==> src/hdl/afd_pkg.sv <==
// ----------------------------------------------------------------------------
// afd_pkg
// Shared constants, types and helper functions for the allpass fractional
// delay block.
// ----------------------------------------------------------------------------
package afd_pkg;

   localparam int DEPTH    = 4096;
   localparam int CHANNELS = 2;

   localparam int PTR_W     = $clog2(DEPTH);
   localparam int CH_W      = (CHANNELS > 1) ? $clog2(CHANNELS) : 1;
   localparam int ADDR_W    = CH_W + PTR_W;
   localparam int RAM_WORDS = 2 ** ADDR_W;

   localparam int SAMPLE_W = 24;
   localparam int GAIN_W   = 17;
   localparam int BASE_W   = 12;
   localparam int OVR_W    = 20;
   localparam int FRAC_W   = 8;
   localparam int DLY_W    = (PTR_W + FRAC_W > OVR_W) ? PTR_W + FRAC_W : OVR_W;

   localparam int MUL_A_W = SAMPLE_W + 1;
   localparam int MUL_B_W = GAIN_W + 1;
   localparam int PROD_W  = MUL_A_W + MUL_B_W;
   localparam int ACC_W   = SAMPLE_W + FRAC_W + 2;
   localparam int SAT_W   = 48;

   localparam logic [GAIN_W-1:0] GAIN_ONE       = GAIN_W'(65536);
   localparam logic [BASE_W-1:0] BASE_DELAY_RST = BASE_W'(1);
   localparam logic [DLY_W-1:0]  DLY_LO         = DLY_W'(256);
   localparam logic [DLY_W-1:0]  DLY_HI         = DLY_W'((DEPTH - 1) * 256);
   localparam logic [PTR_W:0]    DEPTH_X        = (PTR_W + 1)'(DEPTH);
   localparam logic [PTR_W-1:0]  PTR_LAST       = PTR_W'(DEPTH - 1);

   localparam logic signed [SAT_W-1:0] SMAX = SAT_W'(8388607);
   localparam logic signed [SAT_W-1:0] SMIN = -SAT_W'(8388608);

   typedef logic signed [SAMPLE_W-1:0] sample_type;
   typedef logic [PTR_W-1:0]           ptr_type;

   typedef enum logic [0:0] {
      REG_GAIN       = 1'b0,
      REG_BASE_DELAY = 1'b1
   } reg_index_type;

   typedef enum logic [2:0] {
      ST_IDLE,
      ST_CALC,
      ST_PUSH,
      ST_TAP_FAR,
      ST_TAP_NEAR,
      ST_ROUND,
      ST_GAIN,
      ST_OUT
   } state_type;

   typedef enum logic [2:0] {
      MAC_IDLE,
      MAC_TAP_FAR,
      MAC_TAP_NEAR,
      MAC_ROUND,
      MAC_GAIN
   } mac_op_type;

   typedef struct packed {
      mac_op_type           op;
      sample_type           tap;
      logic [FRAC_W-1:0]    frac;
   } mac_ctrl_type;

   function automatic sample_type sat24(input logic signed [SAT_W-1:0] v);
      sample_type r;
      if (v > SMAX) begin
         r = SMAX[SAMPLE_W-1:0];
      end else if (v < SMIN) begin
         r = SMIN[SAMPLE_W-1:0];
      end else begin
         r = v[SAMPLE_W-1:0];
      end
      return r;
   endfunction

   // (a - b) modulo DEPTH, both operands below DEPTH
   function automatic ptr_type wrap_sub(input ptr_type a, input ptr_type b);
      logic [PTR_W:0] diff;
      logic [PTR_W:0] fix;
      diff = {1'b0, a} - {1'b0, b};
      fix  = diff + DEPTH_X;
      return diff[PTR_W] ? fix[PTR_W-1:0] : diff[PTR_W-1:0];
   endfunction

endpackage

==> src/hdl/afd_mac.sv <==
// ----------------------------------------------------------------------------
// afd_mac
// Shared multiply-accumulate unit: interpolates the two taps, rounds the
// read value and scales it by the loop gain.
// ----------------------------------------------------------------------------
module afd_mac (
   input  logic                          clock,
   input  afd_pkg::mac_ctrl_type         ctrl,
   input  logic [afd_pkg::GAIN_W-1:0]    gain,
   output afd_pkg::sample_type           rd,
   output afd_pkg::sample_type           fb
);

   localparam logic signed [afd_pkg::ACC_W-1:0]  HALF_TAP  = afd_pkg::ACC_W'(128);
   localparam logic signed [afd_pkg::PROD_W-1:0] HALF_GAIN = afd_pkg::PROD_W'(32768);

   logic signed [afd_pkg::MUL_A_W-1:0] mul_a;
   logic signed [afd_pkg::MUL_B_W-1:0] mul_b;
   logic signed [afd_pkg::PROD_W-1:0]  prod_in;
   logic signed [afd_pkg::PROD_W-1:0]  prod_ff;
   logic signed [afd_pkg::ACC_W-1:0]   acc_ff;
   logic signed [afd_pkg::ACC_W-1:0]   prod_low;
   logic signed [afd_pkg::ACC_W-1:0]   tap_sum;
   logic signed [afd_pkg::PROD_W-1:0]  gain_sum;
   afd_pkg::sample_type                rd_ff;

   always_comb begin
      mul_a = '0;
      mul_b = '0;
      case (ctrl.op)
         afd_pkg::MAC_TAP_FAR: begin
            mul_a = afd_pkg::MUL_A_W'(ctrl.tap);
            mul_b = afd_pkg::MUL_B_W'({1'b0, ctrl.frac});
         end
         afd_pkg::MAC_TAP_NEAR: begin
            mul_a = afd_pkg::MUL_A_W'(ctrl.tap);
            mul_b = afd_pkg::MUL_B_W'(9'd256 - {1'b0, ctrl.frac});
         end
         afd_pkg::MAC_GAIN: begin
            mul_a = afd_pkg::MUL_A_W'(rd_ff);
            mul_b = afd_pkg::MUL_B_W'(gain);
         end
         default: begin
            mul_a = '0;
            mul_b = '0;
         end
      endcase
   end

   assign prod_in  = mul_a * mul_b;
   assign prod_low = $signed(prod_ff[afd_pkg::ACC_W-1:0]);
   assign tap_sum  = acc_ff + prod_low;
   assign gain_sum = prod_ff + HALF_GAIN;

   always_ff @(posedge clock) begin
      if (ctrl.op inside {afd_pkg::MAC_TAP_FAR, afd_pkg::MAC_TAP_NEAR, afd_pkg::MAC_GAIN}) begin
         prod_ff <= prod_in;
      end
      if (ctrl.op == afd_pkg::MAC_TAP_NEAR) begin
         acc_ff <= prod_low + HALF_TAP;
      end
      if (ctrl.op == afd_pkg::MAC_ROUND) begin
         rd_ff <= afd_pkg::sat24(afd_pkg::SAT_W'(tap_sum >>> afd_pkg::FRAC_W));
      end
   end

   assign rd = rd_ff;
   assign fb = afd_pkg::sat24(afd_pkg::SAT_W'(gain_sum >>> 16));

endmodule

==> config.mk <==
export PLATFORM = sky130hd
export DESIGN_NAME = afd_mac
export DESIGN_NICKNAME = d
export VERILOG_FILES = /design/src/hdl/afd_pkg.sv /design/src/hdl/afd_mac.sv
export SDC_FILE = /design/constraint.sdc
export NUM_CORES = 1
export LEC_CHECK = 0
export BUFFER_PORTS_ARGS = -buffer_cell sky130_fd_sc_hd__buf_2
export CAP_MARGIN = 20
export CORE_UTILIZATION = 55
export CTS_BUF_LIST = sky130_fd_sc_hd__clkbuf_8
export DETAILED_ROUTE_END_ITERATION = 8
export PLACE_DENSITY = 0.81
export SYNTH_ARGS = -nofsm -noshare
export SYNTH_HDL_FRONTEND = slang
export SYNTH_SLANG_ARGS = --single-unit
==> constraint.sdc <==
create_clock -name clock -period 8.5 [get_ports clock]
set_input_delay 0.425 -clock clock [delete_from_list [all_inputs] [get_ports clock]]
set_output_delay 0.425 -clock clock [all_outputs]
set_load 0.1 [all_outputs]
==> metrics <==
clock latency on the worst-skew pair=0.39 ns; mean post-synth cell area=approximately 9.1 um2; Placer Congestion=slightly below 1; H-tree levels=3; Congestion Overflow GR=0; LEAKAGE=around 11 nW; Overall Global Routing Usage=0.3201; # nets final=3006; DIE WIDTH=197.7 um; Slew @ Worst Pin=between 1 and 1.5 ns; first-pass GRT wire length=~95 mm; final hold viol count=0; Post-CTS Setup Bufs=0; WL per Instance=between 20 and 25 um; Met2 Wirelength=around 29 mm; Seq cells post-synth=approximately 100; vias=~17000; vias per inst=between 5 and 6; VDD IR max=between 0.00015 and 0.0002 V; RSZ-0062 raised after global routing=false; Net Count, Synth=about 3000; Max Clk Rate=0.1240 GHz; Post-Syn Area=~21000 um2; clk sinks=approximately 100; PwrDens=117.1 nW/um2; final worst-path cycle share=0.9486; Max Cap Viol=0; CP Data Arrival Time=approximately 8.2 ns; Starting Density=0.5592; Final TNS setup=0 ns; area delta synth->final=7.253%; core area=~38000 um2; met1 WL=around 22 mm; # DRC=0; Synth cell types=67; Post-DRT Antenna Nets=0; Crit-path slowest cell=fa_1; CP max stage delay=between 0.6 and 0.7 ns; predominant post-synthesis flop cell=edfxtp_1; Max FO, Critical Path=11; Site Rows=around 70; I/O pin cnt=roughly 100; post_cts resized=0; Root Buffer=clkbuf_8; worst relative slew slack=0.2780; Pre-antenna DRT Iters=6; port bufs=100; initial drt markers=between 1000 and 1500; path category of the worst min-delay check=reg2reg; post-DP HPWL=slightly above 50 mm; Post-CTS Hold Fix Bufs=0; top cell type's share of synthesized area=0.3849; largest net degree at the start of global routing=between 50 and 60; Clock Path Buffers=2; wire length after detailed routing=a little under 60 mm; async set-reset flop share out of synthesis=0; Slew Limit Fails=0; minimum clock period=8.063 ns; layout cells sized above 1=0.09317; chip height=197.7 um; synth top area cells=fa_1 38%, edfxtp_1 14%, inv_1 9.0%; Worst Setup End Kind=flop; WL met3=between 4 and 5 mm; final setup fails=0; vias in the first global route=about 18000; CTS buffer count=9; Syn. warnings=0; Synth area leader=fa_1; Final Skew=0.01029 ns; post-route cell area=roughly 23000 um2; number of flops mapped to enable cells by yosys=between 100 and 150; die area=39090 um2; crit path kind=in2reg; placed inst area=roughly 22000 um2; CP required=a little under 9 ns; top layer in use=met4; status=finished clean; initial antenna violation count=1; cell count after synthesis=roughly 2300; TritonCTS clock tree=yes; Clock Pin Slew Worst Setup and Hold Paths=around 0.1 ns; Startpoint Class=input port; register area share after synthesis=0.1440
-- placed cells by master (no fill, tap or decap), types with 17 or more instances in the layout --
cell / n
o21ai_0: 42
a21oi_1: 88
and2_1: 17
ha_1: 138
o21ai_2: 21
nand3_1: 29
and3_1: 17
buf_2: 100
fa_1: 405
xnor2_1: 76
a21o_1: 33
inv_1: 504
nand2_1: 302
xor2_1: 43
a22o_1: 25
a22oi_1: 31
edfxtp_1: 101
nor2_1: 216
buf_4: 64
-- report_power, final --
part           internal (W)  switching [W]
Clock              0.000105       0.000173
Sequential         0.000658      0.0000837
Combinational      0.000510        0.00111
Total               0.00127        0.00137
-- worst max-delay path, delay by kind of cell --
family | cells | cell delay [ns]
xor gates and xnor gates | 2 | 0.24
buffers and inverters | 7 | 0.58
and+or+nand+nor | 6 | 1.41
AOI/OAI and AO/OA | 6 | 1.62
adders and majority gates | 8 | 3.91
-- kinds of logic (layout without fill, tap and decap cells) --
group | count (synthesis) | after routing | synth area share
flops | 101 | 101 | 0.1440
simple gates | 653 | 653 | 0.1314
buf+inv | 590 | 687 | 0.1078
other cells | 0 | 1 | 0
compound gates | 309 | 309 | 0.09896
mux | 3 | 3 | 0.001544
xor+xnor | 119 | 119 | 0.04948
fa+ha+maj | 543 | 543 | 0.4669
-- per-layer routing --
layer / up-vias / GRT usage
met4: 0 / 0.1490
met2: 794 / 0.5253
li1: 7377 / -
met3: 188 / 0.06524
met1: 8368 / 0.4080
met5: - / 0
-- cell usage after synthesis, types with 25 or more instances --
cell,count
xor2_1,43
ha_1,138
nor2_1,217
fa_1,405
xnor2_1,76
a21oi_1,92
a21o_1,33
a22o_1,25
nand2_1,302
clkbuf_1,75
edfxtp_1,101
inv_1,503
nand3_1,29
a22oi_1,31
o21ai_0,44
-- per-stage QoR --
stage          cells  total power [W]  setup WS (ns)    util  hold slack (ns)
4_1_cts         2925         0.002635         0.5439  0.5990           0.4645
5_1_grt         2927         0.002811        0.05266  0.5998           0.4740
6_report        2927         0.002645         0.4373  0.5998           0.4638
3_3_place_gp    2909         0.002323         0.2725  0.5946           0.4376
3_5_place_dp    2909         0.002357         0.1452  0.5946           0.4408
2_1_floorplan   2318         0.001961        0.08427       -           0.4265
-- registers in the layout, indices dropped and copies added (netlist names) --
| signal | cells |
|---|---|
| prod_ff | 43 |
| acc_ff | 34 |
| rd | 24 |
-- layout make-up --
cell class / instances / area [um2]
inverters: 503 / 1888
well taps: 511 / 639.4
clock inverters: 7 / 42.54
flip-flops and latches: 101 / 3033
diodes: 1 / 2.502
clock buffers: 9 / 123.9
repair buffers: 168 / 1069
multi-input cells: 1627 / 15790
fillers: 3261 / 15070
-- path summary, 6_finish.rpt --
| path | end | cells past startpoint | slack (ns) | from |
|---|---|---|---|---|
| max | prod_ff[41] | 29 | 0.44 | ctrl[0] |
| min | acc_ff[2] | 0 | 0.46 | prod_ff[2] |
| max reg2reg | prod_ff[42] | 22 | 1.00 | rd[10] |
| min reg2reg | acc_ff[2] | 0 | 0.46 | prod_ff[2] |
(Power assumes the default switching activity.)
